[src/ps2md_pkg.sv]
// Shared types and constants for the PS/2 mouse packet decoder.
package ps2md_pkg;

    // Packet ring
    localparam int FIFO_DEPTH = 64;
    localparam int PTR_W      = $clog2(FIFO_DEPTH);

    // Read requests
    localparam int MAX_RESULTS = 64;
    localparam int CNT_W       = 7;

    // Field widths
    localparam int BYTE_W  = 8;
    localparam int DELTA_W = 9;
    localparam int BTN_W   = 3;
    localparam int PKT_W   = BTN_W + 2 * DELTA_W;

    // Stream widths
    localparam int S_TDATA_W = 16;
    localparam int M_TDATA_W = 24;

    // Command queue between front and back
    localparam int CMDQ_DEPTH = 4;
    localparam int CMDQ_PTR_W = $clog2(CMDQ_DEPTH);
    localparam int CMDQ_CNT_W = $clog2(CMDQ_DEPTH + 1);

    // Flags byte bit positions
    localparam int FLAG_SYNC = 3;
    localparam int FLAG_SX   = 4;
    localparam int FLAG_SY   = 5;
    localparam int FLAG_OVX  = 6;
    localparam int FLAG_OVY  = 7;

    // Input item kinds
    localparam logic MODE_BYTE = 1'b0;
    localparam logic MODE_READ = 1'b1;

    typedef struct packed {
        logic [BTN_W-1:0]   buttons;
        logic [DELTA_W-1:0] dy;
        logic [DELTA_W-1:0] dx;
    } packet_t;

    typedef enum logic [0:0] {
        CMD_PUSH = 1'b0,
        CMD_READ = 1'b1
    } cmd_kind_t;

    typedef struct packed {
        cmd_kind_t        kind;
        logic [CNT_W-1:0] count;
        packet_t          pkt;
    } cmd_t;

endpackage

[src/ps2md_front.sv]
// Front end: accepts stream items, assembles 3-byte packets, issues commands.
module ps2md_front (
    input  logic                             aclk,
    input  logic                             aresetn,
    input  logic                             s_tvalid,
    output logic                             s_tready,
    input  logic [ps2md_pkg::S_TDATA_W-1:0]  s_tdata,   // [7:0] rx_byte, [14:8] max_count
    input  logic                             s_tuser,   // [0] mode
    input  logic                             q_full,
    output logic                             q_push,
    output ps2md_pkg::cmd_t                  q_cmd
);

    localparam logic [1:0] POS_FLAGS = 2'd0;
    localparam logic [1:0] POS_DX    = 2'd1;
    localparam logic [1:0] POS_DY    = 2'd2;

    logic [1:0]                        pos_reg, pos_next;
    logic [ps2md_pkg::BYTE_W-1:0]      flags_reg, flags_next;
    logic [ps2md_pkg::BYTE_W-1:0]      dx_reg, dx_next;
    logic                              accept;
    logic [ps2md_pkg::BYTE_W-1:0]      rx_byte;
    logic [ps2md_pkg::CNT_W-1:0]       max_count;
    logic [ps2md_pkg::CNT_W-1:0]       count_sat;

    assign s_tready  = ~q_full;
    assign accept    = s_tvalid & ~q_full;
    assign rx_byte   = s_tdata[ps2md_pkg::BYTE_W-1:0];
    assign max_count = s_tdata[ps2md_pkg::BYTE_W +: ps2md_pkg::CNT_W];
    assign count_sat = (max_count > ps2md_pkg::CNT_W'(ps2md_pkg::MAX_RESULTS)) ?
                       ps2md_pkg::CNT_W'(ps2md_pkg::MAX_RESULTS) : max_count;

    // Classify the transfer and build the command
    always_comb begin
        pos_next              = pos_reg;
        flags_next            = flags_reg;
        dx_next               = dx_reg;
        q_push                = 1'b0;
        q_cmd.kind            = ps2md_pkg::CMD_PUSH;
        q_cmd.count           = count_sat;
        q_cmd.pkt.dx          = {flags_reg[ps2md_pkg::FLAG_SX], dx_reg};
        q_cmd.pkt.dy          = {flags_reg[ps2md_pkg::FLAG_SY], rx_byte};
        q_cmd.pkt.buttons     = flags_reg[ps2md_pkg::BTN_W-1:0];
        if (accept) begin
            if (s_tuser == ps2md_pkg::MODE_READ) begin
                q_cmd.kind = ps2md_pkg::CMD_READ;
                q_push     = (count_sat != '0);
            end else begin
                case (pos_reg)
                    POS_FLAGS: begin
                        // resync: a first byte must have bit 3 set
                        if (rx_byte[ps2md_pkg::FLAG_SYNC]) begin
                            flags_next = rx_byte;
                            pos_next   = POS_DX;
                        end
                    end
                    POS_DX: begin
                        dx_next  = rx_byte;
                        pos_next = POS_DY;
                    end
                    default: begin
                        pos_next = POS_FLAGS;
                        // drop packets with an overflow flag
                        q_push   = ~(flags_reg[ps2md_pkg::FLAG_OVX] |
                                     flags_reg[ps2md_pkg::FLAG_OVY]);
                    end
                endcase
            end
        end
    end

    always_ff @(posedge aclk) begin
        if (!aresetn) begin
            pos_reg <= POS_FLAGS;
        end else begin
            pos_reg <= pos_next;
        end
    end

    // Held bytes need no reset
    always_ff @(posedge aclk) begin
        flags_reg <= flags_next;
        dx_reg    <= dx_next;
    end

endmodule

[src/ps2md_cmdq.sv]
// Short command queue decoupling the front end from the ring back end.
module ps2md_cmdq (
    input  logic            aclk,
    input  logic            aresetn,
    input  logic            push,
    input  ps2md_pkg::cmd_t push_cmd,
    output logic            full,
    input  logic            pop,
    output logic            valid,
    output ps2md_pkg::cmd_t head
);

    ps2md_pkg::cmd_t                     slots_reg [ps2md_pkg::CMDQ_DEPTH];
    logic [ps2md_pkg::CMDQ_PTR_W-1:0]    wr_reg, wr_next;
    logic [ps2md_pkg::CMDQ_PTR_W-1:0]    rd_reg, rd_next;
    logic [ps2md_pkg::CMDQ_CNT_W-1:0]    cnt_reg, cnt_next;
    logic                                do_push, do_pop;

    assign full    = (cnt_reg == ps2md_pkg::CMDQ_CNT_W'(ps2md_pkg::CMDQ_DEPTH));
    assign valid   = (cnt_reg != '0);
    assign head    = slots_reg[rd_reg];
    assign do_push = push & ~full;
    assign do_pop  = pop & valid;

    // Pointer and occupancy update
    always_comb begin
        wr_next  = do_push ? wr_reg + 1'b1 : wr_reg;
        rd_next  = do_pop  ? rd_reg + 1'b1 : rd_reg;
        cnt_next = cnt_reg;
        if (do_push && !do_pop) begin
            cnt_next = cnt_reg + 1'b1;
        end else if (do_pop && !do_push) begin
            cnt_next = cnt_reg - 1'b1;
        end
    end

    always_ff @(posedge aclk) begin
        if (!aresetn) begin
            wr_reg  <= '0;
            rd_reg  <= '0;
            cnt_reg <= '0;
        end else begin
            wr_reg  <= wr_next;
            rd_reg  <= rd_next;
            cnt_reg <= cnt_next;
        end
    end

    always_ff @(posedge aclk) begin
        if (do_push) begin
            slots_reg[wr_reg] <= push_cmd;
        end
    end

endmodule

[src/ps2md_back.sv]
// Back end: packet ring buffer, read sequencer and output register.
module ps2md_back (
    input  logic                             aclk,
    input  logic                             aresetn,
    input  logic                             q_valid,
    input  ps2md_pkg::cmd_t                  q_cmd,
    output logic                             q_pop,
    output logic                             m_tvalid,
    input  logic                             m_tready,
    output logic [ps2md_pkg::M_TDATA_W-1:0]  m_tdata,   // [8:0] delta_x, [17:9] delta_y, [20:18] button_bits
    output logic                             m_tuser,   // [0] present
    output logic                             m_tlast
);

    typedef enum logic [2:0] {
        ST_IDLE  = 3'b001,
        ST_FETCH = 3'b010,
        ST_EMIT  = 3'b100
    } state_t;

    state_t                          state_reg, state_next;
    logic [ps2md_pkg::PTR_W-1:0]     wr_reg, wr_next;
    logic [ps2md_pkg::PTR_W-1:0]     rd_reg, rd_next;
    logic [ps2md_pkg::CNT_W-1:0]     remain_reg, remain_next;
    logic [ps2md_pkg::PTR_W-1:0]     wr_inc, rd_inc;
    logic                            out_free;
    logic                            mem_we;
    logic                            fetch;
    logic                            out_load;
    logic                            out_valid_reg, out_valid_next;
    ps2md_pkg::packet_t              out_pkt_reg, out_pkt_next;
    logic                            out_present_reg, out_present_next;
    logic                            out_last_reg, out_last_next;
    ps2md_pkg::packet_t              ring_mem [ps2md_pkg::FIFO_DEPTH];
    ps2md_pkg::packet_t              rdata_reg;

    assign wr_inc   = (wr_reg == ps2md_pkg::PTR_W'(ps2md_pkg::FIFO_DEPTH - 1)) ?
                      '0 : wr_reg + 1'b1;
    assign rd_inc   = (rd_reg == ps2md_pkg::PTR_W'(ps2md_pkg::FIFO_DEPTH - 1)) ?
                      '0 : rd_reg + 1'b1;
    assign out_free = ~out_valid_reg | m_tready;
    assign q_pop    = (state_reg == ST_IDLE) & q_valid & out_free;

    // Sequencer
    always_comb begin
        state_next       = state_reg;
        wr_next          = wr_reg;
        rd_next          = rd_reg;
        remain_next      = remain_reg;
        mem_we           = 1'b0;
        fetch            = 1'b0;
        out_load         = 1'b0;
        out_pkt_next     = out_pkt_reg;
        out_present_next = out_present_reg;
        out_last_next    = out_last_reg;
        unique case (state_reg)
            ST_IDLE: begin
                if (q_pop) begin
                    if (q_cmd.kind == ps2md_pkg::CMD_PUSH) begin
                        // full ring keeps one slot free; drop when full
                        if (wr_inc != rd_reg) begin
                            mem_we  = 1'b1;
                            wr_next = wr_inc;
                        end
                    end else if (rd_reg == wr_reg) begin
                        // empty ring: single not-present result
                        out_load         = 1'b1;
                        out_pkt_next     = '0;
                        out_present_next = 1'b0;
                        out_last_next    = 1'b1;
                    end else begin
                        remain_next = q_cmd.count;
                        state_next  = ST_FETCH;
                    end
                end
            end
            ST_FETCH: begin
                fetch      = 1'b1;
                state_next = ST_EMIT;
            end
            ST_EMIT: begin
                if (out_free) begin
                    out_load         = 1'b1;
                    out_pkt_next     = rdata_reg;
                    out_present_next = 1'b1;
                    out_last_next    = (remain_reg == ps2md_pkg::CNT_W'(1)) ||
                                       (rd_inc == wr_reg);
                    rd_next          = rd_inc;
                    remain_next      = remain_reg - 1'b1;
                    state_next       = out_last_next ? ST_IDLE : ST_FETCH;
                end
            end
            default: begin
                state_next = ST_IDLE;
            end
        endcase
        out_valid_next = out_load | (out_valid_reg & ~m_tready);
    end

    always_ff @(posedge aclk) begin
        if (!aresetn) begin
            state_reg     <= ST_IDLE;
            wr_reg        <= '0;
            rd_reg        <= '0;
            remain_reg    <= '0;
            out_valid_reg <= 1'b0;
        end else begin
            state_reg     <= state_next;
            wr_reg        <= wr_next;
            rd_reg        <= rd_next;
            remain_reg    <= remain_next;
            out_valid_reg <= out_valid_next;
        end
    end

    // Output payload
    always_ff @(posedge aclk) begin
        out_pkt_reg     <= out_pkt_next;
        out_present_reg <= out_present_next;
        out_last_reg    <= out_last_next;
    end

    // Ring memory: one write port, one registered read port
    always_ff @(posedge aclk) begin
        if (mem_we) begin
            ring_mem[wr_reg] <= q_cmd.pkt;
        end
        if (fetch) begin
            rdata_reg <= ring_mem[rd_reg];
        end
    end

    assign m_tvalid = out_valid_reg;
    assign m_tdata  = {(ps2md_pkg::M_TDATA_W - ps2md_pkg::PKT_W)'(0), out_pkt_reg};
    assign m_tuser  = out_present_reg;
    assign m_tlast  = out_last_reg;

`ifndef SYNTH
    // A read in progress always has packets left in the ring
    a_busy_nonempty: assert property (@(posedge aclk) disable iff (!aresetn)
        (state_reg != ST_IDLE) |-> (rd_reg != wr_reg))
        else $error("read sequencer active on empty ring");

    // A read in progress always has count left
    a_busy_count: assert property (@(posedge aclk) disable iff (!aresetn)
        (state_reg != ST_IDLE) |-> (remain_reg != '0))
        else $error("read sequencer active with zero count");

    // No packet is written while a read is in progress
    a_wr_frozen: assert property (@(posedge aclk) disable iff (!aresetn)
        (state_reg != ST_IDLE) |=> (wr_reg == $past(wr_reg)))
        else $error("write pointer moved during a read");

    // Output register never overwritten while a result waits
    a_no_overwrite: assert property (@(posedge aclk) disable iff (!aresetn)
        (out_valid_reg && !m_tready) |-> !out_load)
        else $error("pending result overwritten");
`endif

endmodule

[src/ps2_mouse_packet_decoder_fifo.sv]
// Top level: PS/2 mouse 3-byte packet decoder with a packet ring buffer.
// A read's first result passes from the command queue through the fetch state, the ring read
// register and the output register; a read of an empty ring loads its not-present result from idle.
// Throughput: one input transfer per cycle while the 4-entry command queue has room; a read
// fetches each packet from ring memory and loads it into the output register before the next fetch.
// Reset (aresetn low, synchronous) clears byte position, queue, ring pointers and output
// valid; the ring memory is not cleared and needs no clearing pass.
module ps2_mouse_packet_decoder_fifo (
    input  logic                             aclk,
    input  logic                             aresetn,
    input  logic                             s_tvalid,
    output logic                             s_tready,
    input  logic [ps2md_pkg::S_TDATA_W-1:0]  s_tdata,   // [7:0] rx_byte, [14:8] max_count
    input  logic                             s_tuser,   // [0] mode
    output logic                             m_tvalid,
    input  logic                             m_tready,
    output logic [ps2md_pkg::M_TDATA_W-1:0]  m_tdata,   // [8:0] delta_x, [17:9] delta_y, [20:18] button_bits
    output logic                             m_tuser,   // [0] present
    output logic                             m_tlast
);

    logic            q_push;
    logic            q_full;
    logic            q_pop;
    logic            q_valid;
    ps2md_pkg::cmd_t push_cmd;
    ps2md_pkg::cmd_t head_cmd;

    ps2md_front u_front (
        .aclk     (aclk),
        .aresetn  (aresetn),
        .s_tvalid (s_tvalid),
        .s_tready (s_tready),
        .s_tdata  (s_tdata),
        .s_tuser  (s_tuser),
        .q_full   (q_full),
        .q_push   (q_push),
        .q_cmd    (push_cmd)
    );

    ps2md_cmdq u_cmdq (
        .aclk     (aclk),
        .aresetn  (aresetn),
        .push     (q_push),
        .push_cmd (push_cmd),
        .full     (q_full),
        .pop      (q_pop),
        .valid    (q_valid),
        .head     (head_cmd)
    );

    ps2md_back u_back (
        .aclk     (aclk),
        .aresetn  (aresetn),
        .q_valid  (q_valid),
        .q_cmd    (head_cmd),
        .q_pop    (q_pop),
        .m_tvalid (m_tvalid),
        .m_tready (m_tready),
        .m_tdata  (m_tdata),
        .m_tuser  (m_tuser),
        .m_tlast  (m_tlast)
    );

endmodule

[config.mk]
export PLATFORM = sky130hd
export DESIGN_NAME = ps2_mouse_packet_decoder_fifo
export DESIGN_NICKNAME = d
export VERILOG_FILES = /design/src/ps2md_pkg.sv /design/src/ps2md_front.sv /design/src/ps2md_cmdq.sv /design/src/ps2md_back.sv /design/src/ps2_mouse_packet_decoder_fifo.sv
export SDC_FILE = /design/constraint.sdc
export NUM_CORES = 2
export LEC_CHECK = 0
export BUFFER_PORTS_ARGS = -buffer_cell sky130_fd_sc_hd__buf_2
export CORE_MARGIN = 2
export CORE_UTILIZATION = 57
export DETAILED_ROUTE_END_ITERATION = 12
export GPL_TIMING_DRIVEN = 0
export MAX_ROUTING_LAYER = met4
export PLACE_DENSITY = 0.73
export SETUP_SLACK_MARGIN = 0.15
export SLEW_MARGIN = 20
export SYNTH_ARGS = -nofsm -noshare
export SYNTH_HDL_FRONTEND = slang
export SYNTH_SLANG_ARGS = --single-unit
[constraint.sdc]
create_clock -name aclk -period 3.38 [get_ports aclk]
set_input_delay 0.676 -clock aclk [delete_from_list [all_inputs] [get_ports aclk]]
set_output_delay 0.676 -clock aclk [all_outputs]
set_load 0.03 [all_outputs]
==> key figures <==
STA
  – Number of setup violations in the final report: 0
  – Skew final: 0.0472 ns
  – Tcrit/Tclk final: 0.986
  – F_max: roughly 0.3 GHz
  – Slew margin rel.: 0.305
  – Pins Over Slew Limit: 0
  – RSZ-0062 raised after global routing: yes
  – Tmin final: 3.33 ns
  – Final hold violations: 0
  – Slew @ Worst Pin: about 1.0 ns

Worst setup path
  – Critical Path Fanout Max: 10
  – CP Launch Point: u_back.rd_reg[1]
  – Critical path launch point type: register
  – CP delay by family, top: buffers and inverters
  – CP required: 3.87 ns
  – Critical Path Most Common Cell: buf_4
  – Critical setup path kind: reg2reg
  – Critical path's slowest cell: o211ai_1
  – Delay of the slowest critical-path stage: 0.50 ns
  – Cell Chain, Critical Path: buf_2, buf_4, buf_4, clkbuf_4, mux4_2, mux2i_1, a21oi_1, o211ai_1, nand2_1
  – Crit end category: register
  – R2r startpoint: u_back.rd_reg[1]
  – R2R Setup Slk: 0.05 ns
  – CP Data Arrival Time: between 3 and 4 ns
  – CP bufs+invs: 4

GRT
  – GRT Residual Overflow: 0
  – First-pass GRT wire length: 223000 um
  – Vias in the first global route: 30600
  – Total global-route track usage: 0.306
  – Largest net degree at the start of global routing: 65
  – Antenna violations before repair: 10

Clock tree
  – Reg clk slew, reported paths: 0.06 ns
  – # H-tree levels: 4
  – CTS sink cnt: 1553
  – Clk buf depth: 3
  – Cts bufs inserted: approximately 150
  – CTS tree: yes
  – Clk root buf: clkbuf_16
  – Clk_lat worst skew: 0.79 ns

Floorplanning
  – Core Box Area: 0.104 sq mm
  – Row count: 118
  – Initial Utilization: 0.576
  – Die Width: 328 um
  – Die area: 0.107 sq mm
  – Die Height: 328 um
  – # IOs: 49

Pwr
  – Power per standard cell area: 656 mW/mm^2
  – Leakage: 21.7 nW
  – Tot Pwr: around 46 mW
  – Peak VDD IR: between 500 and 600 uV

Layout
  – Layout Nets: slightly above 3000
  – Layout cell share with drive strength beyond 1: 0.341
  – Max reg flops: 1344
  – Final std cells w/o fill: 4514
  – Final instance area: ~0.07 sq mm
  – Area growth, synth to finish: 17.6%

Placement
  – GP Congestion: approximately 0.96
  – Post-DP Area: 0.0635 sq mm
  – HPWL Detailed: 91000 um
  – Post-placement cell count: 4098
  – I/O Buffers: 44

Synthesis
  – Yosys top cell by area: edfxtp_1
  – Syn_area_per_cell: between 20 and 25 sq um
  – Yosys top cell area share: 0.763
  – Asr flop ratio synth: 0
  – Cell Area, Synth: approximately 0.06 sq mm
  – Synth cell types: 59
  – EDFF count, synth: roughly 1500
  – Sequential area share after synthesis: 0.775
  – Synth Warn #: 0
  – Synth top area cells: edfxtp_1 (76%), mux4_2 (16%), dfxtp_1 (1.1%), nor2_1 (0.67%), mux2i_1 (0.57%)
  – Post-synthesis register bit count: about 1600
  – Top_reg_cell synth: edfxtp_1
  – Synthesized instance count: 2621

Min path
  – HP Start: s_tdata[5]
  – HP Class: in2reg

Routing
  – Via density: 6.82
  – Routed via count: a little over 30000
  – DRC: 0
  – Drt total wl: 158000 um
  – Routed Antenna Nets: 0
  – Initial DRT Pass Iterations: 8
  – WL per Instance: 35.1 um
  – Iteration-0 DRC Markers: 4985

Run status
  – Status: finished, final reports clean

Job
  – Max_cap viols: 0
[synthesized netlist by cell type (all sizes together) (5+ instances only)]
library cell and instances:
nand3 13, or3 5, xnor2 9, nor3 8
and3 28, dfxtp 34, mux4 428, a211oi 22
o21ai 19, buf 89, inv 11, and2 8
nand4 8, nand2b 8, nor2b 28, a21oi 38
xor2 12, nand2 35, ha 9, a221o 16
clkbuf 61, edfxtp 1519, nor2 106, mux2i 34
a31oi 9, a22o 15
[cells in the final DEF (no fill, tap or decap), types with 25 or more instances in the layout]
master        n
and3_1       28
buf_6        25
buf_12       57
nor2_1       42
buf_2        62
nor2b_1      28
dfxtp_1      32
buf_16       33
nand2_1      33
nor2_4       82
clkbuf_16   162
edfxtp_1   1519
clkbuf_1     69
buf_4        98
a21oi_1      37
mux4_2      407
clkinv_1     38
mux2i_1      33
[area by class of cell]
type	count	area, sq um
inverters	12	45.0
well taps	1380	1730
repair buffers	208	2780
plain buffers	150	1100
multi-input cells	930	13500
diodes	2	5.00
clock buffers	199	4180
fillers	6039	33500
clock inverters	80	589
flip-flops and latches	1553	46300
[cells by family after synthesis]
| family | share of synthesized area |
|---|---|
| adders and majority gates | 0.00222 |
| other | 0.0000628 |
| buffers and inverters | 0.0136 |
| xor gates and xnor gates | 0.00308 |
| and+or+nand+nor | 0.0217 |
| AOI/OAI and AO/OA | 0.0170 |
| muxes | 0.168 |
| DFF | 0.775 |
[per-layer routing]
| metal | up-vias | track usage | wire, um |
|---|---|---|---|
| met5 | - | - | 0 |
| met3 | 470 | 0.0702 | 18500 |
| met1 | 16100 | 0.406 | 56300 |
| met2 | 2284 | 0.466 | 76200 |
| li1 | 11900 | - | - |
| met4 | 0 | 0.126 | 7560 |
[timing repair]
item                        CTS  global route
setup endpoints to repair  1577          1502
buffers inserted             84            26
pin swaps                    62            13
hold buffers                  0             0
gates cloned                 23             2
resized for setup           145            49
[metrics by stage]
step	hold WS [ns]	worst slack (ns)	TNS (ns)	util
3_3_place_gp	0.464	-2.33	-2582.77	0.594
3_5_place_dp	0.476	-1.47	-1497.84	0.611
4_1_cts	0.132	0.118	0	0.673
2_1_floorplan	0.450	0.0925	0	-
6_report	0.154	0.0468	0	0.677
5_1_grt	0.155	0.0463	0	0.677
[final timing paths]
check                         endpoint  cells past startpoint
setup / recovery   u_back.rdata_reg[1]                      9
hold / removal       u_front.dx_reg[5]                      1
setup reg to reg   u_back.rdata_reg[1]                      9
hold reg to reg   u_back.remain_reg[3]                      2
[power by group]
part,total [mW],switching [mW],internal [mW],leakage [nW]
combinational,5.76,4.49,1.27,5.38
clock,16.4,7.15,9.26,2.34
sequential,23.9,0.168,23.7,14.0
total,46.1,11.8,34.3,21.7
Note: power is estimated with default switching activity, not from simulation.
